--- config.mk ---
export PLATFORM = sky130hd
export DESIGN_NAME = script_token_scanner_core
export DESIGN_NICKNAME = d
export VERILOG_FILES = /design/src/sv/sts_pkg.sv /design/src/sv/script_token_scanner_core.sv /design/src/sv/sts_front.sv /design/src/sv/sts_back.sv
export SDC_FILE = /design/constraint.sdc
export NUM_CORES = 1
export LEC_CHECK = 0
export ABC_AREA = 1
export CORE_UTILIZATION = 30
export DETAILED_ROUTE_END_ITERATION = 12
export DONT_BUFFER_PORTS = 1
export GPL_ROUTABILITY_DRIVEN = 0
export GPL_TIMING_DRIVEN = 0
export PLACE_DENSITY = 0.48
export SKIP_CTS_REPAIR_TIMING = 1
export SYNTH_ARGS = -nofsm -noshare
export SYNTH_HDL_FRONTEND = slang
export SYNTH_SLANG_ARGS = --single-unit
--- constraint.sdc ---
create_clock -name clk -period 20.2 [get_ports clk]
set_input_delay 6.06 -clock clk [delete_from_list [all_inputs] [get_ports clk]]
set_output_delay 6.06 -clock clk [all_outputs]
set_load 0.02 [all_outputs]
--- src/sv/sts_pkg.sv ---
package sts_pkg;

  localparam int LINE_WIDTH = 24;
  localparam int LENGTH_WIDTH = 12;

  localparam logic [LINE_WIDTH-1:0] LINE_SAT = {LINE_WIDTH{1'b1}};
  localparam logic [LENGTH_WIDTH-1:0] LEN_SAT = {LENGTH_WIDTH{1'b1}};
  localparam logic [LINE_WIDTH-1:0] LINE_ONE = {{(LINE_WIDTH-1){1'b0}}, 1'b1};
  localparam logic [LENGTH_WIDTH-1:0] LEN_ONE = {{(LENGTH_WIDTH-1){1'b0}}, 1'b1};

  localparam logic [5:0] K_END     = 6'd0;
  localparam logic [5:0] K_INVALID = 6'd1;
  localparam logic [5:0] K_IDENT   = 6'd2;
  localparam logic [5:0] K_NUMBER  = 6'd3;
  localparam logic [5:0] K_LITERAL = 6'd4;
  localparam logic [5:0] K_SPECIAL = 6'd5;
  localparam logic [5:0] K_DIV     = 6'd18;
  localparam logic [5:0] K_DIVEQ   = 6'd44;

  localparam logic [2:0] E_NONE    = 3'd0;
  localparam logic [2:0] E_NOCLOSE = 3'd1;
  localparam logic [2:0] E_NOOPEN  = 3'd2;
  localparam logic [2:0] E_ESCAPE  = 3'd3;
  localparam logic [2:0] E_NEWLINE = 3'd4;
  localparam logic [2:0] E_UNICODE = 3'd5;
  localparam logic [2:0] E_BADCHAR = 3'd6;

  typedef enum logic [18:0] {
    M_IDLE        = 19'd1 << 0,
    M_SLASH       = 19'd1 << 1,
    M_BLOCK       = 19'd1 << 2,
    M_BLOCK_STAR  = 19'd1 << 3,
    M_LINE        = 19'd1 << 4,
    M_OP          = 19'd1 << 5,
    M_DOLLAR      = 19'd1 << 6,
    M_SPECIAL     = 19'd1 << 7,
    M_IDENT       = 19'd1 << 8,
    M_NUM_INT     = 19'd1 << 9,
    M_NUM_DOT     = 19'd1 << 10,
    M_NUM_NAN     = 19'd1 << 11,
    M_NUM_EXP     = 19'd1 << 12,
    M_NUM_EXP_DIG = 19'd1 << 13,
    M_LIT_BODY    = 19'd1 << 14,
    M_LIT_ESC     = 19'd1 << 15,
    M_LIT_HEX     = 19'd1 << 16,
    M_LIT_SKIP    = 19'd1 << 17,
    M_LIT_AFTER   = 19'd1 << 18
  } mode_t;

  // character classes worked out in the front part
  typedef struct packed {
    logic [7:0] ch;
    logic       eoi;
    logic       digit;
    logic       alpha;
    logic       blank;
    logic       quote;
    logic       pair;
    logic [5:0] single;
    logic       suffix;
  } cls_t;

  typedef struct packed {
    logic [5:0]              kind;
    logic [2:0]              err;
    logic [LINE_WIDTH-1:0]   line;
    logic [LENGTH_WIDTH-1:0] len;
  } tok_t;

  function automatic logic [5:0] single_code(input logic [7:0] c);
    case (c)
      ";": single_code = 6'd6;
      ":": single_code = 6'd7;
      ",": single_code = 6'd8;
      "(": single_code = 6'd9;
      ")": single_code = 6'd10;
      "{": single_code = 6'd11;
      "}": single_code = 6'd12;
      "[": single_code = 6'd13;
      "]": single_code = 6'd14;
      "+": single_code = 6'd15;
      "-": single_code = 6'd16;
      "*": single_code = 6'd17;
      "/": single_code = 6'd18;
      "^": single_code = 6'd19;
      ".": single_code = 6'd20;
      "?": single_code = 6'd21;
      "#": single_code = 6'd22;
      "~": single_code = 6'd23;
      "%": single_code = 6'd24;
      "@": single_code = 6'd25;
      "&": single_code = 6'd28;
      "|": single_code = 6'd29;
      "!": single_code = 6'd30;
      "=": single_code = 6'd31;
      "<": single_code = 6'd35;
      ">": single_code = 6'd36;
      default: single_code = 6'd0;
    endcase
  endfunction

  function automatic logic [5:0] pair_code(input logic [7:0] a, input logic [7:0] b);
    pair_code = 6'd0;
    case (a)
      "+": pair_code = (b == "=") ? 6'd41 : (b == "+") ? 6'd33 : 6'd0;
      "-": pair_code = (b == "=") ? 6'd42 : (b == "@") ? 6'd45 :
                       (b == "-") ? 6'd34 : (b == ">") ? 6'd32 : 6'd0;
      "*": pair_code = (b == "=") ? 6'd43 : (b == "*") ? 6'd19 : 6'd0;
      "?": pair_code = (b == "@") ? 6'd46 : 6'd0;
      "&": pair_code = (b == "&") ? 6'd26 : 6'd0;
      "|": pair_code = (b == "|") ? 6'd27 : 6'd0;
      "!": pair_code = (b == "=") ? 6'd38 : 6'd0;
      "=": pair_code = (b == "=") ? 6'd37 : 6'd0;
      "<": pair_code = (b == "=") ? 6'd39 : 6'd0;
      ">": pair_code = (b == "=") ? 6'd40 : 6'd0;
      default: pair_code = 6'd0;
    endcase
  endfunction

endpackage

--- src/sv/script_token_scanner_core.sv ---
// A token record is offered from the result buffer once the item that completes it
// has passed the queue and the scan state machine.
// Throughput: one item per cycle while m_axis_tready is high and a step gives at most
// one record; a step that gives two records holds the back part until the first leaves.
// A two-entry queue parts the character classifier from the scan state machine.
// Reset (rst, synchronous): scanner idle, line count 1, unicode escapes enabled.
module script_token_scanner_core import sts_pkg::*; (
  input  logic        clk,
  input  logic        rst,
  input  logic        cfg_we,
  input  logic        cfg_wdata,
  input  logic        s_axis_tvalid,
  output logic        s_axis_tready,
  input  logic [7:0]  s_axis_tdata,   // ch
  input  logic        s_axis_tuser,   // end_of_input
  output logic        m_axis_tvalid,
  input  logic        m_axis_tready,
  output logic [47:0] m_axis_tdata,   // token_kind, error_code, line_number, token_length
  output logic        m_axis_tlast
);

  logic uni_en;
  logic q_valid, q_ready;
  cls_t q_data;
  tok_t tok;

  always_ff @(posedge clk) begin
    if (rst) uni_en <= 1'b1;
    else if (cfg_we) uni_en <= cfg_wdata;
  end

  sts_front u_front (
    .clk, .rst,
    .in_valid(s_axis_tvalid), .in_ready(s_axis_tready),
    .ch(s_axis_tdata), .eoi(s_axis_tuser),
    .q_valid, .q_ready, .q_data
  );

  sts_back u_back (
    .clk, .rst, .uni_en,
    .q_valid, .q_ready, .q_data,
    .out_valid(m_axis_tvalid), .out_ready(m_axis_tready),
    .out_tok(tok), .out_last(m_axis_tlast)
  );

  assign m_axis_tdata = {3'b000, tok.len, tok.line, tok.err, tok.kind};

endmodule

--- src/sv/sts_front.sv ---
module sts_front import sts_pkg::*; (
  input  logic       clk,
  input  logic       rst,
  input  logic       in_valid,
  output logic       in_ready,
  input  logic [7:0] ch,
  input  logic       eoi,
  output logic       q_valid,
  input  logic       q_ready,
  output cls_t       q_data
);

  logic [1:0] cnt;
  logic       rd, wr;
  cls_t       slot [2];
  logic       wp, rp;
  cls_t       c;

  always_comb begin
    c.ch     = ch;
    c.eoi    = eoi;
    c.digit  = ch >= "0" && ch <= "9";
    c.alpha  = (ch >= "a" && ch <= "z") || (ch >= "A" && ch <= "Z");
    c.blank  = ch == " " || ch == 8'h09 || ch == 8'h0d || ch == 8'h0a;
    c.quote  = ch == 8'h22 || ch == 8'h27;
    c.pair   = ch == "+" || ch == "-" || ch == "*" || ch == "?" || ch == "&" ||
               ch == "|" || ch == "!" || ch == "=" || ch == "<" || ch == ">";
    c.single = single_code(ch);
    c.suffix = ch == "T" || ch == "G" || ch == "k" || ch == "m" || ch == "M" ||
               ch == "u" || ch == "n" || ch == "p" || ch == "f" || ch == "a";
  end

  assign in_ready = cnt != 2'd2;
  assign q_valid  = cnt != 2'd0;
  assign q_data   = slot[rp];
  assign wr = in_valid && in_ready;
  assign rd = q_valid && q_ready;

  always_ff @(posedge clk) begin
    if (wr) slot[wp] <= c;
    if (rst) begin
      cnt <= 2'd0;
      wp <= 1'b0;
      rp <= 1'b0;
    end else begin
      if (wr) wp <= ~wp;
      if (rd) rp <= ~rp;
      cnt <= cnt + {1'b0, wr} - {1'b0, rd};
    end
  end

endmodule

--- src/sv/sts_back.sv ---
module sts_back import sts_pkg::*; (
  input  logic        clk,
  input  logic        rst,
  input  logic        uni_en,
  input  logic        q_valid,
  output logic        q_ready,
  input  cls_t        q_data,
  output logic        out_valid,
  input  logic        out_ready,
  output tok_t        out_tok,
  output logic        out_last
);

  mode_t                   mode, mode_next;
  logic [LINE_WIDTH-1:0]   line, line_next;
  logic [LENGTH_WIDTH-1:0] len, len_next;
  logic [LENGTH_WIDTH-1:0] gap, gap_next;
  logic                    cq, cq_next;
  logic [2:0]              hexc, hexc_next;
  logic [2:0]              perr, perr_next;
  logic [7:0]              opf, opf_next;

  // two-entry result buffer
  tok_t   rbuf [2];
  logic   rlast [2];
  logic   rn;
  logic   rcnt;

  tok_t   t0, t1;
  logic   e0, e1;
  logic   fire;
  logic [7:0] ch;
  logic   word, again;
  logic [LINE_WIDTH-1:0] line_pre;
  logic [LENGTH_WIDTH+1:0] sum;

  assign ch = q_data.ch;
  assign word = q_data.alpha || q_data.digit || ch == "_";
  // take a new item once the last waiting result leaves
  assign q_ready = !out_valid || (out_ready && !rn);
  assign fire = q_valid && q_ready;

  function automatic logic [LINE_WIDTH-1:0] linc(input logic [LINE_WIDTH-1:0] l);
    linc = (l == LINE_SAT) ? l : l + LINE_ONE;
  endfunction

  function automatic logic [LENGTH_WIDTH-1:0] ninc(input logic [LENGTH_WIDTH-1:0] l);
    ninc = (l == LEN_SAT) ? l : l + LEN_ONE;
  endfunction

  always_comb begin
    mode_next = mode;
    line_next = line;
    len_next  = len;
    gap_next  = gap;
    cq_next   = cq;
    hexc_next = hexc;
    perr_next = perr;
    opf_next  = opf;
    e0 = 1'b0;
    e1 = 1'b0;
    t0 = '0;
    t1 = '0;
    again = 1'b0;
    line_pre = line;
    sum = '0;
    if (q_data.eoi) begin
      e0 = 1'b1;
      t0.line = line;
      t0.len = len;
      case (mode)
        M_SLASH: t0.kind = K_DIV;
        M_OP: t0.kind = single_code(opf);
        M_DOLLAR: begin t0.kind = K_INVALID; t0.err = E_NOOPEN; end
        M_SPECIAL: begin t0.kind = K_INVALID; t0.err = E_NOCLOSE; end
        M_IDENT: t0.kind = K_IDENT;
        M_NUM_INT, M_NUM_DOT, M_NUM_NAN, M_NUM_EXP, M_NUM_EXP_DIG: t0.kind = K_NUMBER;
        M_LIT_BODY, M_LIT_ESC, M_LIT_HEX, M_LIT_AFTER: t0.kind = K_LITERAL;
        M_LIT_SKIP: begin t0.kind = K_INVALID; t0.err = perr; end
        default: e0 = 1'b0;
      endcase
      e1 = 1'b1;
      t1.kind = K_END;
      t1.line = line;
      mode_next = M_IDLE;
      line_next = {{(LINE_WIDTH-1){1'b0}}, 1'b1};
      len_next = '0;
      gap_next = '0;
      cq_next = 1'b0;
      hexc_next = '0;
      perr_next = '0;
      opf_next = '0;
    end else begin
      t0.line = line;
      case (mode)
        M_SLASH: begin
          if (ch == "*") mode_next = M_BLOCK;
          else if (ch == "/") mode_next = M_LINE;
          else if (ch == "=") begin
            e0 = 1'b1; t0.kind = K_DIVEQ; t0.len = ninc(len);
          end else begin
            e0 = 1'b1; t0.kind = K_DIV; t0.len = len; again = 1'b1;
          end
        end
        M_BLOCK: begin
          if (ch == "*") mode_next = M_BLOCK_STAR;
          else if (ch == 8'h0a) line_next = linc(line);
        end
        M_BLOCK_STAR: begin
          if (ch == "/") begin mode_next = M_IDLE; len_next = '0; end
          else if (ch != "*") begin
            if (ch == 8'h0a) line_next = linc(line);
            mode_next = M_BLOCK;
          end
        end
        M_LINE: begin
          if (ch == 8'h0a) begin
            line_next = linc(line); mode_next = M_IDLE; len_next = '0;
          end
        end
        M_OP: begin
          if (pair_code(opf, ch) != 6'd0) begin
            e0 = 1'b1; t0.kind = pair_code(opf, ch); t0.len = ninc(len);
          end else begin
            e0 = 1'b1; t0.kind = single_code(opf); t0.len = len; again = 1'b1;
          end
        end
        M_DOLLAR: begin
          if (ch == "{") begin len_next = ninc(len); mode_next = M_SPECIAL; end
          else begin
            e0 = 1'b1; t0.kind = K_INVALID; t0.err = E_NOOPEN; t0.len = len;
            again = 1'b1;
          end
        end
        M_SPECIAL: begin
          if (word || ch == "." || ch == "*" || ch == "-" || ch == "%")
            len_next = ninc(len);
          else if (ch == "}") begin
            e0 = 1'b1; t0.kind = K_SPECIAL; t0.len = ninc(len);
          end else begin
            e0 = 1'b1; t0.kind = K_INVALID; t0.err = E_NOCLOSE; t0.len = len;
            again = 1'b1;
          end
        end
        M_IDENT: begin
          if (word) len_next = ninc(len);
          else begin e0 = 1'b1; t0.kind = K_IDENT; t0.len = len; again = 1'b1; end
        end
        M_NUM_INT, M_NUM_DOT: begin
          if (mode == M_NUM_DOT && ch == "#") begin
            len_next = ninc(len); mode_next = M_NUM_NAN;
          end else begin
            mode_next = M_NUM_INT;
            if (q_data.digit) len_next = ninc(len);
            else if (ch == ".") begin len_next = ninc(len); mode_next = M_NUM_DOT; end
            else if (ch == "e" || ch == "E") begin
              len_next = ninc(len); mode_next = M_NUM_EXP;
            end else if (q_data.suffix) begin
              e0 = 1'b1; t0.kind = K_NUMBER; t0.len = ninc(len);
            end else begin
              e0 = 1'b1; t0.kind = K_NUMBER; t0.len = len; again = 1'b1;
            end
          end
        end
        M_NUM_NAN: begin
          if (q_data.alpha) len_next = ninc(len);
          else begin e0 = 1'b1; t0.kind = K_NUMBER; t0.len = len; again = 1'b1; end
        end
        M_NUM_EXP: begin
          if (ch == "+" || ch == "-" || q_data.digit) begin
            len_next = ninc(len); mode_next = M_NUM_EXP_DIG;
          end else begin
            e0 = 1'b1; t0.kind = K_NUMBER; t0.len = len; again = 1'b1;
          end
        end
        M_NUM_EXP_DIG: begin
          if (q_data.digit) len_next = ninc(len);
          else begin e0 = 1'b1; t0.kind = K_NUMBER; t0.len = len; again = 1'b1; end
        end
        M_LIT_BODY: begin
          len_next = ninc(len);
          if (ch == (cq ? 8'h27 : 8'h22)) begin mode_next = M_LIT_AFTER; gap_next = '0; end
          else if (ch == 8'h5c) mode_next = M_LIT_ESC;
          else if (ch == 8'h0a) begin
            line_next = linc(line); perr_next = E_NEWLINE; mode_next = M_LIT_SKIP;
          end
        end
        M_LIT_ESC: begin
          len_next = ninc(len);
          if (q_data.quote || ch == "n" || ch == "r" || ch == "t" || ch == 8'h5c ||
              ch == "/") mode_next = M_LIT_BODY;
          else if (ch == "u") begin
            if (uni_en) begin hexc_next = '0; mode_next = M_LIT_HEX; end
            else begin perr_next = E_UNICODE; mode_next = M_LIT_SKIP; end
          end else begin
            if (ch == 8'h0a) line_next = linc(line);
            perr_next = E_ESCAPE; mode_next = M_LIT_SKIP;
          end
        end
        M_LIT_HEX: begin
          len_next = ninc(len);
          if (ch == 8'h0a) line_next = linc(line);
          hexc_next = hexc + 3'd1;
          if (hexc == 3'd3) begin hexc_next = '0; mode_next = M_LIT_BODY; end
        end
        M_LIT_SKIP: begin
          if (ch == (cq ? 8'h27 : 8'h22)) begin
            e0 = 1'b1; t0.kind = K_INVALID; t0.err = perr; t0.len = ninc(len);
            perr_next = '0;
          end else begin
            len_next = ninc(len);
            if (ch == 8'h0a) line_next = linc(line);
          end
        end
        M_LIT_AFTER: begin
          if (q_data.blank) begin
            if (ch == 8'h0a) line_next = linc(line);
            gap_next = ninc(gap);
          end else if (q_data.quote) begin
            sum = {2'b00, len} + {2'b00, gap} + {2'b00, LEN_ONE};
            len_next = (sum > {2'b00, LEN_SAT}) ? LEN_SAT : sum[LENGTH_WIDTH-1:0];
            gap_next = '0;
            cq_next = ch == 8'h27;
            mode_next = M_LIT_BODY;
          end else begin
            e0 = 1'b1; t0.kind = K_LITERAL; t0.len = len; again = 1'b1;
          end
        end
        default: again = 1'b1;
      endcase
      if (e0) begin
        mode_next = M_IDLE;
        len_next = '0;
      end
      if (again) begin
        line_pre = line_next;
        mode_next = M_IDLE;
        len_next = '0;
        t1.line = line_pre;
        t1.len = LEN_ONE;
        if (q_data.blank) begin
          if (ch == 8'h0a) line_next = linc(line_pre);
        end else if (ch == "/") begin mode_next = M_SLASH; len_next = LEN_ONE; end
        else if (q_data.pair) begin opf_next = ch; mode_next = M_OP; len_next = LEN_ONE; end
        else if (q_data.single != 6'd0) begin e1 = 1'b1; t1.kind = q_data.single; end
        else if (ch == "$") begin mode_next = M_DOLLAR; len_next = LEN_ONE; end
        else if (q_data.alpha || ch == "_") begin mode_next = M_IDENT; len_next = LEN_ONE; end
        else if (q_data.digit) begin mode_next = M_NUM_INT; len_next = LEN_ONE; end
        else if (q_data.quote) begin
          cq_next = ch == 8'h27; perr_next = '0; mode_next = M_LIT_BODY; len_next = LEN_ONE;
        end else begin
          e1 = 1'b1; t1.kind = K_INVALID; t1.err = E_BADCHAR;
        end
      end
    end
  end

  // results leave from rbuf[0] then rbuf[1]
  assign out_valid = rn || rcnt;
  assign out_tok  = rn ? rbuf[0] : rbuf[1];
  assign out_last = rn ? rlast[0] : rlast[1];

  always_ff @(posedge clk) begin
    if (rst) begin
      mode <= M_IDLE;
      line <= {{(LINE_WIDTH-1){1'b0}}, 1'b1};
      len  <= '0;
      gap  <= '0;
      cq   <= 1'b0;
      hexc <= '0;
      perr <= '0;
      opf  <= '0;
      rn   <= 1'b0;
      rcnt <= 1'b0;
    end else begin
      if (fire) begin
        mode <= mode_next;
        line <= line_next;
        len  <= len_next;
        gap  <= gap_next;
        cq   <= cq_next;
        hexc <= hexc_next;
        perr <= perr_next;
        opf  <= opf_next;
        rn   <= e0 && e1;
        rcnt <= e0 || e1;
        rbuf[0] <= t0;
        rlast[0] <= 1'b0;
        rbuf[1] <= e1 ? t1 : t0;
        rlast[1] <= 1'b1;
      end else if (out_valid && out_ready) begin
        if (rn) rn <= 1'b0;
        else rcnt <= 1'b0;
      end
    end
  end

endmodule
==> flow_metrics.tcl, run 1 <==
set metrics [dict create \
    status "complete, no violations" \
    p_per_area_mw_per_mm2 107 \
    synth_ff_type "edfxtp_1" \
    synth.most_common_cell "nand2_1" \
    fp.coreArea_mm2 0.0565 \
    antenna_found_initial 2 \
    yosysSeqAreaShare_pct 34.2 \
    ys_top_cells_by_count "nand2_1 (667), inv_1 (303), nor2_1 (238)" \
    cts.root.buffer_cell "clkbuf_16" \
    startpoint "u_back.rn" \
    first_pass_iters 6 \
    synthCells 2503 \
    ios 66 \
    clk_latency_ns 0.59 \
    min_path_type "flip-flop to flip-flop" \
    worstPathMaxFanout 10 \
    die_x_um 241 \
    cp_cell_sequence "clkbuf_1 > inv_1 > clkbuf_1 > buf_1 > nand2_1 > nand2_1" \
    cp_data_required_time_ns 14.14 \
    min_from "u_back.line[6]" \
    synth_area_mm2 0.0172 \
    fillers 6028 \
    yosys_register_bits 228 \
    slew_violations 0 \
    synth.largest_area_cell "edfxtp_1" \
    setup_viol 0 \
    startpoint_type "flip-flop" \
    vdd_drop_max_uv 67.2 \
    hold_viol_final 0 \
    cpLargestDelayFamily "buffers and inverters" \
    clock_sinks 228 \
    via_count 17000 \
    crit_type "flip-flop to output pin" \
    wirelength_mm 59.7 \
    dieArea_mm2 0.0583 \
    numCtsBuffers 29 \
    synth_xor_area_share_pct 1.68 \
    cts.path.max_buffers 3 \
    finalCritPeriodShare_pct 44.5 \
    clk_transition_reported_paths_ns 0.06 \
    maxSlewHeadroom_pct 28.1 \
    grt_start_max_net_pins 35 \
    rows 87 \
    yosysTopAreaCellShare_pct 23.1 \
    regArea_mm2 0.00589 \
    dp.cells 3266 \
    synthAdderAreaFrac_pct 2.81 \
    stdcell_count 3320 \
    grt_pass1_vias 16100 \
    synth-edff-count 132 \
    leakage_nw 8.22 \
    fin_nets 2595 \
    synth-compound-area-share_pct 12.6 \
    drcViolationCount 0 \
    r2r_start "u_back.mode[18]" \
    drv_cap 0 \
    avgSynthCellArea_um2 6.87 \
    viasPerCell 5.12 \
    cts_tree "built" \
    syn_to_final_growth_pct 12.3 \
    h-tree-depth 1 \
    drtIter0Drc 1553 \
    die_y_um 241 \
    antenna_left 0 \
    fin_crit_ns 8.99 \
    async_flop_share_pct 0 \
    grt_remaining_overflow 0 \
    synthMuxAreaShare_pct 0.349 \
    finalSetupTns_ns 0 \
    io_buffers 0 \
    multiInputGateArea_mm2 0.00961 \
    drive_gt1_share_pct 9.95 \
    critPathMaxStageDelay_ns 0.61 \
    cp.arrival_ns 2.93 \
    synth_area_leaders "edfxtp_1 (23%), nand2_1 (15%), dfxtp_1 (11%)" \
    worst_pin_slew_ns 1.07 \
    worst-path-buf-inv 4 \
    rsz0062_at_grt "no" \
    hpwl_mm 47.2 \
    finClkSkew_ns 0.0185 \
    synthSimpleGateAreaFrac_pct 38.3 \
    fmax_ghz 0.111 \
    grt_usage_pct 20.4 \
    synth_cell_types 73 \
    initial_core_util_pct 30.4 \
    yosysWarningCount 0 \
    wl_per_cell_um 18.0 \
    synth_top_family_by_area "simple AND/OR/NAND/NOR gates" \
    grt_first_pass_wirelength_mm 92.3 \
    num_antenna_cells 0 \
    cp-end-kind "output pin" \
    cpMaxStageDelayCell "clkbuf_1" \
]
cell usage in the layout (no fill, tap or decap), types with 29 or more instances in the layout:
master	count
nand2_1	667
inv_1	303
nor2_1	235
nand3_1	207
edfxtp_1	132
o21ai_0	113
a21oi_1	110
dfxtp_1	96
nor3_1	62
clkbuf_1	60
nand4_1	60
nand2_2	56
ha_1	37
xor2_1	29
clkbuf_16	29
logic make-up (layout without fill, tap and decap cells):
logic type / count (synthesis) / after routing
XOR/XNOR: 33 / 33
adder cells (fa/ha/maj): 38 / 38
buffers and inverters: 422 / 481
multiplexers: 6 / 6
other: 1 / 3
AND/OR/NAND/NOR: 1411 / 1411
AO/OA/AOI/OAI: 364 / 364
flip-flops: 228 / 228
area by class of cell:
cell class | count | share of cell area [%]
timing repair buffer | 6 | 0.674
multi-input combinational | 1855 | 49.7
clock inverter | 22 | 1.44
tap | 756 | 4.90
inverter | 326 | 6.34
buffer | 96 | 2.59
sequential | 228 | 30.5
clock buffer | 31 | 3.85
per-stage QoR:
stage          worst slack (ns)  instance area [um^2]  power, mW  utilization (%)  hold slack [ns]
2_1_floorplan              9.25                 17200       1.24                -            0.403
3_3_place_gp               6.74                 18100       1.49             32.1            0.408
3_5_place_dp              10.99                 18300       1.50             32.4            0.414
4_1_cts                   11.09                 19300       2.07             34.2            0.429
5_1_grt                   10.97                 19300       2.19             34.2            0.446
6_report                  11.21                 19300       2.07             34.2            0.426
worst paths after layout:
check                           depth (start not counted)  slack [ns]                  to
worst max-delay path                                    6       11.21    m_axis_tdata[25]
worst min-delay path                                    0        0.43  u_back.rbuf[0][18]
worst max register to register                         20       15.98           flip-flop
worst min register to register                          0        0.43  u_back.rbuf[0][18]
sequential cells by signal (all words and copies together), names as in the netlist, named ones only:
signal and flops:
u_back.rbuf 90, u_back.rcnt 1, u_back.perr 3, uni_en 1, u_back.mode 19, u_front.slot 42, u_back.rn 1, u_back.cq 1
u_back.line 24, u_front.wp 1, u_back.len 12, u_back.opf 8, u_front.cnt 2, u_front.rp 1, u_back.hexc 3, u_back.gap 12
layer usage:
layer  GRT usage (%)  wire length, um
met5               0               32
met4            6.56             1940
met3            3.81             4640
met2            34.1            27100
met1            26.5            26000
power breakdown:
| part | total, mW | internal [mW] | switching, mW | leakage, nW |
|---|---|---|---|---|
| Clock | 0.565 | 0.343 | 0.222 | 0.501 |
| Sequential | 0.632 | 0.590 | 0.0420 | 2.03 |
| Combinational | 0.869 | 0.216 | 0.653 | 5.68 |
(Power assumes the default switching activity.)
==> run 2: changes to the inputs <==
- PLACE_DENSITY: 0.48 -> 0.49
- clock period: 20.2 -> 7.2 ns (I/O delays scaled with it)
==> flow_metrics.tcl, run 2 (synthesis results as in run 1) <==
set metrics [dict create \
    die_x_um 241 \
    post-place-ws_ns 1.91 \
    violations "max-capacitance violations, max-slew violations" \
    hold_path_end "u_back.rbuf[0][18]" \
    clock_sinks 228 \
    min_path_type "flip-flop to flip-flop" \
    use_met1_pct 26.5 \
    hold_depth 0 \
    clk_latency_ns 0.59 \
    ff2ff_setup_slack_ns 2.91 \
    grt_remaining_overflow 0 \
    final_cell_mix "nand2_1 (667), inv_1 (303), nor2_1 (235), nand3_1 (207), edfxtp_1 (132)" \
    drtIter0Drc 1538 \
    worst-path-buf-inv 4 \
    grt_busiest_layer "met2" \
    layout_commonest_cell "nand2_1" \
    fillers 6014 \
    dieArea_mm2 0.0583 \
    cpLargestDelayFamily "buffers and inverters" \
    clk_transition_reported_paths_ns 0.06 \
    hold_viol_final 0 \
    crit_type "flip-flop to output pin" \
    finalCritPeriodShare_pct 70.5 \
    critPathMaxStageDelay_ns 0.60 \
    r2r_start "u_back.mode[18]" \
    antenna_found_initial 0 \
    numCtsBuffers 28 \
    first_pass_iters 6 \
    maxSlewHeadroom_pct -2.08 \
    regMostFlops "u_back.rbuf" \
    cts_tree "built" \
    vdd_drop_max_uv 220 \
    fmax_ghz 0.197 \
    largest_reg_flops 90 \
    worst_pin_slew_ns 1.53 \
    cts.root.buffer_cell "clkbuf_16" \
    grt_pass1_vias 16300 \
    via_count 17100 \
    wirelength_mm 59.2 \
    io_buffers 0 \
    min_from "u_back.line[6]" \
    die_y_um 241 \
    initial_core_util_pct 30.4 \
    grtUsageMet2_pct 33.6 \
    viasPerCell 5.15 \
    grt_start_max_net_pins 35 \
    p_per_area_mw_per_mm2 291 \
    syn_to_final_growth_pct 11.3 \
    grt_first_pass_wirelength_mm 92.1 \
    cp_data_required_time_ns 5.04 \
    fp.coreArea_mm2 0.0565 \
    drv_cap 1 \
    drive_gt1_share_pct 9.52 \
    setup_viol 0 \
    fin_crit_ns 5.08 \
    timing.hold.ws_ns 0.424 \
    drcViolationCount 0 \
    h-tree-depth 1 \
    setup_ws_ns 2.12 \
    cp_cell_sequence "clkbuf_1 > inv_1 > clkbuf_1 > buf_1 > nand2_1 > nand2_1" \
    hpwl_mm 46.8 \
    leakage_nw 8.12 \
    rows 87 \
    startpoint_type "flip-flop" \
    biggestRegsByFlops "u_back.rbuf (90), u_front.slot (42), u_back.line (24)" \
    reg2reg_depth 20 \
    ios 66 \
    antenna_left 0 \
    grt_usage_pct 20.2 \
    wl_per_cell_um 17.8 \
    slew_violations 11 \
    rsz0062_at_grt "no" \
    worstPathMaxFanout 10 \
    cp-end-kind "output pin" \
    cpMaxStageDelayCell "clkbuf_1" \
    finClkSkew_ns 0.0282 \
    cts.path.max_buffers 3 \
    use_met3_pct 3.37 \
    status "finished, violations left" \
    cp.arrival_ns 2.92 \
    fin_nets 2593 \
]
run 2: cell types whose count changed in the layout (fill, tap and decap cells not counted), sizes merged:
cell    before  now
clkbuf      92   98
bufinv       6    1
diode        0    3
inv        324  322
buf         39   38
run 2: worst max-delay path by stage:
stage               cells after the start                 to  slack (ns)           from
finish                                  6   m_axis_tdata[31]        2.12      u_back.rn
global route                            6   m_axis_tdata[22]        1.87      u_back.rn
CTS                                     6   m_axis_tdata[31]        2.01      u_back.rn
detailed placement                     17          flip-flop        1.91  m_axis_tready
global placement                        7          u_back.rn       -2.40  m_axis_tready
floorplan                               5  u_back.rbuf[0][0]        0.15  m_axis_tready
run 2: routing by layer:
| metal | share of wire, % | vias up |
|---|---|---|
| li1 | - | 8383 |
| met1 | 44 | 8023 |
| met2 | 46 | 583 |
| met3 | 7.2 | 110 |
| met4 | 3.1 | 0 |
| met5 | 0 | - |
run 2: area by class of cell:
cell class / count / area [um^2] / share of cell area [%]
Clock buffer: 37 / 734 / 3.84
Tap cell: 756 / 946 / 4.94
Multi-Input combinational cell: 1855 / 9600 / 50.2
Antenna cell: 3 / 7.51 / 0.0392
Sequential cell: 228 / 5890 / 30.7
Clock inverter: 15 / 144 / 0.752
Buffer: 96 / 500 / 2.61
Inverter: 326 / 1220 / 6.39
Timing Repair Buffer: 5 / 97.6 / 0.510
run 2: stage by stage:
step	utilization (%)	TNS [ns]	instances	area, um^2	power [mW]
6_report	33.9	0	3321	19100	5.56
5_1_grt	33.9	0	3318	19100	5.91
4_1_cts	33.9	0	3318	19100	5.58
3_5_place_dp	32.3	0	3266	18300	4.19
3_3_place_gp	32.1	-199.50	3261	18100	4.17
2_1_floorplan	-	0	2505	17200	3.49
run 2: where the power goes:
| part | internal, mW | leakage, nW | total [mW] | switching [mW] |
|---|---|---|---|---|
| Sequential | 1.66 | 2.03 | 1.78 | 0.120 |
| Clock | 0.763 | 0.419 | 1.37 | 0.603 |
| Combinational | 0.599 | 5.66 | 2.42 | 1.82 |
| Total | 3.02 | 8.12 | 5.56 | 2.54 |
